[src/hdl/elut_pkg.sv]
// ----------------------------------------------------------------------------
// elut_pkg
// Shared widths, action codes and constants for the encoder to electrical
// angle lookup unit.
// ----------------------------------------------------------------------------
package elut_pkg;

  // Field widths of the transfers.
  localparam int ANGLE_W = 32;
  localparam int RAW_W   = 21;
  localparam int INDEX_W = 8;

  // A raw encoder angle is placed in the top bits of a 32-bit angle.
  localparam int RAW_SHIFT = ANGLE_W - RAW_W;

  // Restoring divider: one quotient bit per step.
  localparam int DIV_STEPS = ANGLE_W;
  localparam int DIV_CNT_W = $clog2(DIV_STEPS);

  localparam logic [ANGLE_W-1:0] FRAC_ONES = {ANGLE_W{1'b1}};

  // Meaning of the action bit of an input item.
  typedef enum logic {
    ACTION_WRITE  = 1'b0,
    ACTION_LOOKUP = 1'b1
  } action_t;

endpackage

[src/hdl/elut_div.sv]
// ----------------------------------------------------------------------------
// elut_div
// Fraction unit: computes (dividend << 32) / divisor one quotient bit per
// cycle, with the flat-step and past-the-step cases resolved at start.
// ----------------------------------------------------------------------------
module elut_div import elut_pkg::*; (
  input  logic               clk,
  input  logic               rst,
  input  logic               start,
  input  logic [ANGLE_W-1:0] dividend,
  input  logic [ANGLE_W-1:0] divisor,
  output logic               done,
  output logic [ANGLE_W-1:0] quotient
);

  localparam logic [DIV_CNT_W-1:0] CNT_LAST = DIV_CNT_W'(DIV_STEPS - 1);

  logic                 busy;
  logic [DIV_CNT_W-1:0] cnt;
  logic [ANGLE_W-1:0]   rem;
  logic [ANGLE_W-1:0]   dvs;
  logic [ANGLE_W:0]     trial;

  // Trial subtraction of the shifted remainder; the top bit is the borrow.
  assign trial = {rem, 1'b0} - {1'b0, dvs};

  // Control: busy flag, step counter and the done pulse.
  always_ff @(posedge clk) begin
    if (rst) begin
      busy <= 1'b0;
      done <= 1'b0;
      cnt  <= '0;
    end else begin
      done <= 1'b0;
      if (start) begin
        cnt <= '0;
        if (divisor == '0 || dividend >= divisor) begin
          done <= 1'b1;
        end else begin
          busy <= 1'b1;
        end
      end else if (busy) begin
        cnt <= cnt + 1'b1;
        if (cnt == CNT_LAST) begin
          busy <= 1'b0;
          done <= 1'b1;
        end
      end
    end
  end

  // Datapath: remainder and quotient shift.
  always_ff @(posedge clk) begin
    if (start) begin
      rem <= dividend;
      dvs <= divisor;
      if (divisor == '0) begin
        quotient <= '0;
      end else if (dividend >= divisor) begin
        quotient <= FRAC_ONES;
      end
    end else if (busy) begin
      if (!trial[ANGLE_W]) begin
        rem <= trial[ANGLE_W-1:0];
      end else begin
        rem <= {rem[ANGLE_W-2:0], 1'b0};
      end
      quotient <= {quotient[ANGLE_W-2:0], ~trial[ANGLE_W]};
    end
  end

endmodule

[config.mk]
export PLATFORM = sky130hd
export DESIGN_NAME = elut_div
export DESIGN_NICKNAME = d
export VERILOG_FILES = /design/src/hdl/elut_pkg.sv /design/src/hdl/elut_div.sv
export SDC_FILE = /design/constraint.sdc
export NUM_CORES = 1
export LEC_CHECK = 0
export BUFFER_PORTS_ARGS = -buffer_cell sky130_fd_sc_hd__buf_2
export CAP_MARGIN = 0
export CORE_MARGIN = 5
export CORE_UTILIZATION = 58
export CTS_CLUSTER_DIAMETER = 80
export CTS_CLUSTER_SIZE = 30
export DETAILED_ROUTE_END_ITERATION = 10
export MAX_ROUTING_LAYER = met4
export PLACE_DENSITY = 0.87
export SLEW_MARGIN = 25
export SYNTH_ARGS = -nofsm -noshare
export SYNTH_HDL_FRONTEND = slang
export SYNTH_SLANG_ARGS = --single-unit
[constraint.sdc]
create_clock -name clk -period 4.6 [get_ports clk]
set_clock_uncertainty 0.15 [all_clocks]
set_input_delay 0.69 -clock clk [delete_from_list [all_inputs] [get_ports clk]]
set_output_delay 0.69 -clock clk [all_outputs]
set_load 0.03 [all_outputs]
# Word-level counts from Yosys, hierarchy flattened
# Index checks and enable logic that the tools add are counted.
[word_totals]
reg_bits = 103
output_inout_bits = 33
in_bits = 67
word_cells = 33
[op_classes]
addsub = 2
n_reduce_logical = 5
magnitude_cmp = 1
mux = 15
bitwise = 1
n_eq_ne = 3
[op_table]
columns = ["cell", "count"]
rows = [
  ["32-bit 2-to-1 mux", 7],
  ["33-bit by 32-bit subtractor with 33-bit output", 1],
  ["32-bit greater-or-equal comparator", 1],
  ["32-bit logical NOT", 1],
  ["1-bit 2-to-1 mux", 8],
  ["5-bit by 1-bit adder with 5-bit output, second input constant", 1],
  ["5-bit == test, second input constant", 1],
  ["3-bit by 1-bit != test with 1-bit output, second input constant", 1],
  ["2-bit != test, second input constant", 1],
  ["2-bit AND reduction", 1],
  ["2-bit nonzero test", 1],
  ["2-bit OR reduction", 1],
  ["1-bit logical OR", 1],
  ["1-bit inverter", 1],
]

# Longest topological paths before layout
# Gate-level depths: netlist of the first run.
[depth]
depth_word = 4
depth_mapped = 13

# Worst setup path after synthesis of the first run
# No wires, ideal clock.
[synth_path]
kind = "input-to-reg"
startpoint = "input port dividend[0]"
endpoint = "register quotient[0], enable pin"
path_stages = 11
t_required_ps = 4029
setup_ps = 421
path_slack_ps = 600
arrival_time_ps = 3429
path_buffers = 0
path_cell_list = "inv_1 -> ha_1 -> nand2b_1 -> a21o_1 -> a21o_1 -> a21oi_1 -> o211ai_1 -> a31o_2 -> a211oi_1 -> o41a_1 -> nor2_1"
[synth_via]
elab_chain_len = 3
[synth_lines]
columns = ["item", "line", "text"]
rows = [
  ["from (decl)", "elut_div.sv:10", "input logic [ANGLE_W-1:0] dividend,"],
  ["32-bit greater-or-equal comparator", "elut_div.sv:59", "end else if (dividend >= divisor) begin"],
  ["3-bit by 1-bit != test with 1-bit output (no line)", "-", ""],
  ["2-bit AND reduction (no line)", "-", ""],
  ["to (signal assigned)", "elut_div.sv:68", "quotient <= {quotient[ANGLE_W-2:0], ~trial[ANGLE_W]};"],
  ["to (decl)", "elut_div.sv:13", "output logic [ANGLE_W-1:0] quotient"],
]
# Every way passes these cells.
# A chain may end at the register's enable or synchronous reset.

# Worst setup path in the final report of the first run
[layout_path]
startpoint = "register rem[0]"
endpoint = "register rem[1], data pin"
[layout_via]
elab_chain_len = 4
[layout_lines]
columns = ["item", "line", "text"]
rows = [
  ["from (decl)", "elut_div.sv:20", "logic [ANGLE_W-1:0] rem;"],
  ["from (signal assigned)", "elut_div.sv:55", "rem <= dividend;"],
  ["from (signal assigned)", "elut_div.sv:64", "rem <= trial[ANGLE_W-1:0];"],
  ["from (signal assigned)", "elut_div.sv:66", "rem <= {rem[ANGLE_W-2:0], 1'b0};"],
  ["33-bit by 32-bit subtractor with 33-bit output", "elut_div.sv:25", "assign trial = {rem, 1'b0} - {1'b0, dvs};"],
  ["32-bit 2-to-1 mux *", "elut_div.sv:63", "if (!trial[ANGLE_W]) begin"],
  ["32-bit 2-to-1 mux *", "elut_div.sv:62", "end else if (busy) begin"],
  ["32-bit 2-to-1 mux *", "elut_div.sv:54", "if (start) begin"],
]
# Mark *: on every way between the ends. The rest lies on a longest branch, timed or not. The select of a mux whose other input is x is not followed.

==> impl_metrics.env, run 1 <==
export IMPL_synth_top_family_by_area="compound AO/OA/AOI/OAI gates"
export IMPL_worstSetupEndpointType="flop"
export IMPL_grt_pass1_wl_mm=27.1
export IMPL_maxSlewViolCount=0
export IMPL_avgSynthCellArea_um2=9.91
export IMPL_syn_inst=674
export IMPL_synth_ff_type="edfxtp_1"
export IMPL_cts_sinks=103
export IMPL_worstPathArrival_ps=3700
export IMPL_fin_crit_ps=3760
export IMPL_max_slew_margin_pct=43.6
export IMPL_synthAdderAreaFrac_pct=12.5
export IMPL_drive_gt1_share_pct=17.8
export IMPL_post_drt_wl_per_cell_um=18.0
export IMPL_vias=5471
export IMPL_final_cell_mix="buf_2 (98), edfxtp_1 (96), nor2_1 (83), inv_1 (70), ha_1 (65)"
export IMPL_synth_area_mux_share_pct=1.65
export IMPL_fin_crit_sh_pct=81.8
export IMPL_grt_max_degree=83
export IMPL_cp_start_kind="flop"
export IMPL_synth_top_cell_area_share_pct=43.1
export IMPL_yosys_area_share_xor_xnor_pct=4.19
export IMPL_grt_overflow_total=0
export IMPL_final_common_cell="buf_2"
export IMPL_die_w_um=117
export IMPL_route_antenna_remaining_nets=0
export IMPL_ctsResizeCount=0
export IMPL_fmax_mhz=266
export IMPL_drt_pass1_iter_count=5
export IMPL_grt_pass1_vias=5604
export IMPL_hpwl_mm=12.3
export IMPL_clockBufferDepth=2
export IMPL_hold_buffers=0
export IMPL_ioPinCount=100
export IMPL_rows=39
export IMPL_setup_viol=0
export IMPL_p_per_area_nw_per_um2=495
export IMPL_fp_dieH_um=117
export IMPL_start_util_pct=58.8
export IMPL_rsz0062_at_grt="false"
export IMPL_layout_nets=897
export IMPL_htreeDepth=3
export IMPL_leakagePower_uw=0.00325
export IMPL_tns_ps=0
export IMPL_synth_edf_count=96
export IMPL_path_class="reg2reg"
export IMPL_post_synth_top_area_cell="edfxtp_1"
export IMPL_syn_num_nets=807
export IMPL_crit_required_ps=4540
export IMPL_path_clk_slew_ps=80
export IMPL_internal_power_uw=2310
export IMPL_yosysUniqueCellTypes=54
export IMPL_grtUsageTotal_pct=24.6
export IMPL_p_total_uw=3780
export IMPL_dieArea_um2=13800
export IMPL_combPwrFrac_pct=44.5
export IMPL_crit_fanout=17
export IMPL_switchingPower_uw=1460
export IMPL_hp_class="in2reg"
export IMPL_cts_buffers_inserted=9
export IMPL_ys_warn_count=0
export IMPL_async_reset_ff_share_pct=0
export IMPL_timing_hold_violations_final=0
export IMPL_dp_slack_ps=872
export IMPL_synth_area_leaders="edfxtp_1 (43%), ha_1 (12%), nor2_1 (4.7%)"
export IMPL_cap_violations=0
export IMPL_cts_tree="yes"
export IMPL_finalWeightedCongestion=0.967
export IMPL_diodes=0
export IMPL_synth_seq_cells=103
export IMPL_synth_simple_area_share_pct=14.6
export IMPL_tightest_slew_ps=845
export IMPL_core_area_um2=11400
export IMPL_power_frac_clock_pct=20.4
export IMPL_drcViolationCount=0
export IMPL_clock_latency_ps=360
export IMPL_area_growth_pct=14.1
export IMPL_layout_setup_ws_ps=838
export IMPL_drt_vias_per_instance=6.00
export IMPL_portBuffers=99
export IMPL_first_iter_violations=409
export IMPL_status="complete, no violations"
export IMPL_yosysSeqAreaShare_pct=45.2
export IMPL_cts_setup_buffers=0
export IMPL_swShare_pct=38.7
export IMPL_cts_root_buf="clkbuf_16"
export IMPL_antenna_found_initial=0
export IMPL_ir_drop_mv=0.345
export IMPL_synth_compound_area_share_pct=16.1
export IMPL_pwr_share_seq_pct=35.1
export IMPL_syn_area_um2=6680
export IMPL_drt_total_wl_mm=16.5
per-stage QoR:
| step | cells | utilization [%] | hold WS, ps | area, um^2 |
|---|---|---|---|---|
| floorplan | 674 | - | 348 | 6680 |
| global placement | 896 | 64.4 | 365 | 7320 |
| detailed placement | 896 | 64.4 | 400 | 7320 |
| CTS | 912 | 67.1 | 379 | 7620 |
| global route | 912 | 67.1 | 373 | 7620 |
| finish | 912 | 67.1 | 388 | 7620 |
power by group through the flow:
stage	Sequential [uW]	Clock [uW]	Combinational (uW)
2_1_floorplan	1330	0	1280
3_3_place_gp	1330	0	1580
3_5_place_dp	1340	0	1650
4_1_cts	1320	778	1670
5_1_grt	1340	827	1860
6_report	1320	772	1680
kinds of logic after synthesis:
| family | after synthesis |
|---|---|
| simple gates | 217 |
| compound gates | 148 |
| flops | 103 |
| buf+inv | 97 |
| fa+ha+maj | 66 |
| xor+xnor | 32 |
| mux | 11 |
cells in the mapped netlist (7+ instances only):
| cell type | number |
|---|---|
| ha_1 | 65 |
| nor4_1 | 11 |
| nand2_1 | 54 |
| clkbuf_1 | 21 |
| o21a_1 | 8 |
| inv_1 | 70 |
| mux2i_1 | 11 |
| a21o_1 | 20 |
| a21oi_1 | 35 |
| xnor2_1 | 15 |
| nand3_1 | 22 |
| xor2_1 | 17 |
| o311ai_0 | 19 |
| edfxtp_1 | 96 |
| o21ai_0 | 23 |
| nand4_1 | 8 |
| nor3_1 | 14 |
| a31oi_1 | 7 |
| dfxtp_1 | 7 |
| nor2_1 | 84 |
final timing paths:
path	from	to	slack, ps	cells after the start
worst max-delay path	rem[0]	rem[1]	840	11
worst min-delay path	divisor[2]	dvs[2]	390	1
worst max register to register	rem[0]	rem[1]	840	11
worst min register to register	cnt[1]	cnt[1]	410	2
critical path, stage by stage, from the launching register on:
cell,delay [ps]
edfxtp_1,450
fa_1,500
a211oi_1,240
o21a_1,220
a21oi_1,110
o21ai_2,180
a31oi_2,220
a211oi_2,370
xor2_4,400
buf_4,300
mux2i_1,230
o21ai_0,100
area by class of cell:
cell class | instances | area (um^2)
well taps | 143 | 179
fillers | 864 | 3740
clock inverters | 7 | 75.1
inverters | 70 | 263
repair buffers | 106 | 563
multi-input cells | 474 | 3300
clock buffers | 9 | 225
flip-flops and latches | 103 | 3020
per-layer routing:
layer	track usage, %	part of all wire (%)	wire length [um]	vias up
met5	-	0	0	-
met4	7.47	2.7	447	0
met3	6.11	6.5	1070	36
met2	40.2	50	8200	200
met1	30.2	41	6740	2617
li1	-	-	-	2618
state kept, by name (all words and copies together), names as in the netlist:
| name | count |
|---|---|
| done | 1 |
| dvs | 32 |
| cnt | 5 |
| quotient | 32 |
| busy | 1 |
| rem | 32 |
Note: power is estimated with default switching activity, not from simulation.
==> run 2, diff against run 1 <==
- ABC_AREA: not set -> 1
- CORE_UTILIZATION: 58 -> 60
- PLACE_DENSITY: 0.87 -> 0.88
- clock period: 4.6 -> 3.7 ns (I/O delays scaled with it)
==> run 2 against run 1 <==
  * First-iteration DRC count is 85% higher
  * Sequential power is 19% higher
  * Power is 24% higher
  * Critical endpoint is now rem[15]
  * Largest cell class unchanged
==> impl_metrics.env, run 2 <==
export IMPL_avgSynthCellArea_um2=7.04
export IMPL_layout_nets=1357
export IMPL_synth_commonest_cells="nand2_1 (450), inv_1 (212), edfxtp_1 (96), nand3_1 (86), nor2_1 (67)"
export IMPL_drive_gt1_share_pct=11.3
export IMPL_fin_crit_sh_pct=79.5
export IMPL_cp_start_kind="flop"
export IMPL_fin_crit_ps=2940
export IMPL_synth_ff_type="edfxtp_1"
export IMPL_worstSetupEndpointType="flop"
export IMPL_grt_overflow_total=0
export IMPL_rows=42
export IMPL_max_slew_margin_pct=53.0
export IMPL_crit_required_ps=3650
export IMPL_hold_depth=1
export IMPL_vias=7543
export IMPL_tns_ps=0
export IMPL_synth_edf_count=96
export IMPL_ys_warn_count=0
export IMPL_crit_start="rem[0]"
export IMPL_rsz0062_at_grt="false"
export IMPL_yosysUniqueCellTypes=39
export IMPL_post_drt_wl_per_cell_um=14.9
export IMPL_syn_num_nets=1263
export IMPL_final_cell_mix="nand2_1 (450), inv_1 (211), buf_2 (99), edfxtp_1 (96), nand3_1 (86)"
export IMPL_area_growth_pct=11.7
export IMPL_dieArea_um2=15700
export IMPL_ff2ff_path_depth=13
export IMPL_drt_total_wl_mm=21.0
export IMPL_yosysMostFrequentCell="nand2_1"
export IMPL_cts_buffers_inserted=9
export IMPL_hold_buffers=0
export IMPL_worstReg2RegStart="rem[0]"
export IMPL_path_class="reg2reg"
export IMPL_worstPathArrival_ps=2890
export IMPL_post_synth_top_area_cell="edfxtp_1"
export IMPL_clockBufferDepth=2
export IMPL_core_area_um2=13100
export IMPL_htreeDepth=3
export IMPL_maxSlewViolCount=0
export IMPL_ctsResizeCount=0
export IMPL_final_common_cell="nand2_1"
export IMPL_cts_setup_buffers=0
export IMPL_fmax_mhz=340
export IMPL_crit_fanout=13
export IMPL_fin_area_um2=8890
export IMPL_fin_cells=1405
export IMPL_hp_class="in2reg"
export IMPL_diodes=0
export IMPL_route_antenna_remaining_nets=0
export IMPL_path_clk_slew_ps=70
export IMPL_tightest_slew_ps=705
export IMPL_timing_hold_violations_final=0
export IMPL_yosysSeqAreaShare_pct=38.0
export IMPL_grt_pass1_vias=7254
export IMPL_p_per_area_nw_per_um2=527
export IMPL_fp_dieH_um=125
export IMPL_cts_sinks=103
export IMPL_cap_violations=0
export IMPL_ir_drop_mv=0.341
export IMPL_grtUsageTotal_pct=27.9
export IMPL_ioPinCount=100
export IMPL_cts_root_buf="clkbuf_16"
export IMPL_start_util_pct=60.6
export IMPL_syn_area_um2=7960
export IMPL_grt_max_degree=65
export IMPL_finalWeightedCongestion=1.06
export IMPL_drt_vias_per_instance=5.37
export IMPL_die_w_um=125
export IMPL_dpl_cell_count=1389
export IMPL_portBuffers=99
export IMPL_first_iter_violations=755
export IMPL_min_from="divisor[20]"
export IMPL_antenna_found_initial=0
export IMPL_leakagePower_uw=0.00488
export IMPL_reg_top3="dvs (32), quotient (32), rem (32)"
export IMPL_synth_seq_cells=103
export IMPL_setup_viol=0
export IMPL_clock_latency_ps=350
export IMPL_syn_inst=1130
export IMPL_place_area_um2=8600
export IMPL_async_reset_ff_share_pct=0
export IMPL_hpwl_mm=16.8
export IMPL_fill_cells=1065
export IMPL_synth_area_leaders="edfxtp_1 (36%), nand2_1 (21%), ha_1 (10%)"
export IMPL_synth_top_cell_area_share_pct=36.2
export IMPL_status="complete, no violations"
export IMPL_cts_tree="yes"
export IMPL_drcViolationCount=0
export IMPL_drt_pass1_iter_count=6
export IMPL_grt_pass1_wl_mm=34.8
-- run 2: cell count changes after synthesis, sizes merged, moves of 9 or more --
cell,change
o21ai,-16
o311ai,-19
nand3,+66
xor2,-17
nand2,+406
mux2i,-11
inv,+145
clkbuf,-9
nor2,-15
nand3b,+14
a21o,-17
-- run 2: worst paths after layout --
path                            endpoint  slack, ps
worst max-delay path             rem[15]        760
worst min-delay path             dvs[20]        240
worst max register to register   rem[15]        760
worst min register to register    cnt[4]        340
-- run 2: per-layer routing --
metal	GRT usage, %	part of all wire, %
met1	38.6	44
met2	42.6	45
met3	4.52	8.8
met4	8.61	2.4
met5	-	0
-- run 2: report_power, final --
group          internal (uW)  switching (uW)  leakage [uW]
combinational            708            1450       0.00375
sequential              1480            89.1      0.000989
clock                    525             428      0.000145
total                   2710            1970       0.00488
-- run 2: layout make-up --
cell class	instances	area, um^2	area share (%)
multi-input combinational	791	4020	45.2
sequential	103	3020	34.0
inverter	215	807	9.08
timing repair buffer	104	533	5.99
clock buffer	9	225	2.53
tap	176	220	2.48
clock inverter	7	68.8	0.774
-- run 2: critical path, stage by stage (launching register included) --
cell and delay (ps):
edfxtp_1 440, fa_1 520, nand2_1 110, nand2_1 60, nand3b_1 100, nand2_2 100, nand2_2 90, nand2_2 80
nand2_4 100, nand3_2 240, nand2_1 440, nand2_1 90, nand3_1 110, nand2_1 70
-- run 2: cells by family after synthesis --
family	after synthesis	synth area share, %
buf+inv	236	11.6
compound gates	56	4.06
xor+xnor	11	1.21
flops	103	38.0
simple gates	658	34.7
fa+ha+maj	66	10.5
-- run 2: stage by stage --
step                      util [%]  worst slack, ps  total power [uW]  hold WS [ps]
after floorplan                  -              796              3170           295
after CTS                     67.7              788              4650           236
after global placement        65.4              866              3650           308
after global routing          67.7              497              5020           240
after detailed placement      65.4              828              3690           335
final                         67.7              759              4680           245
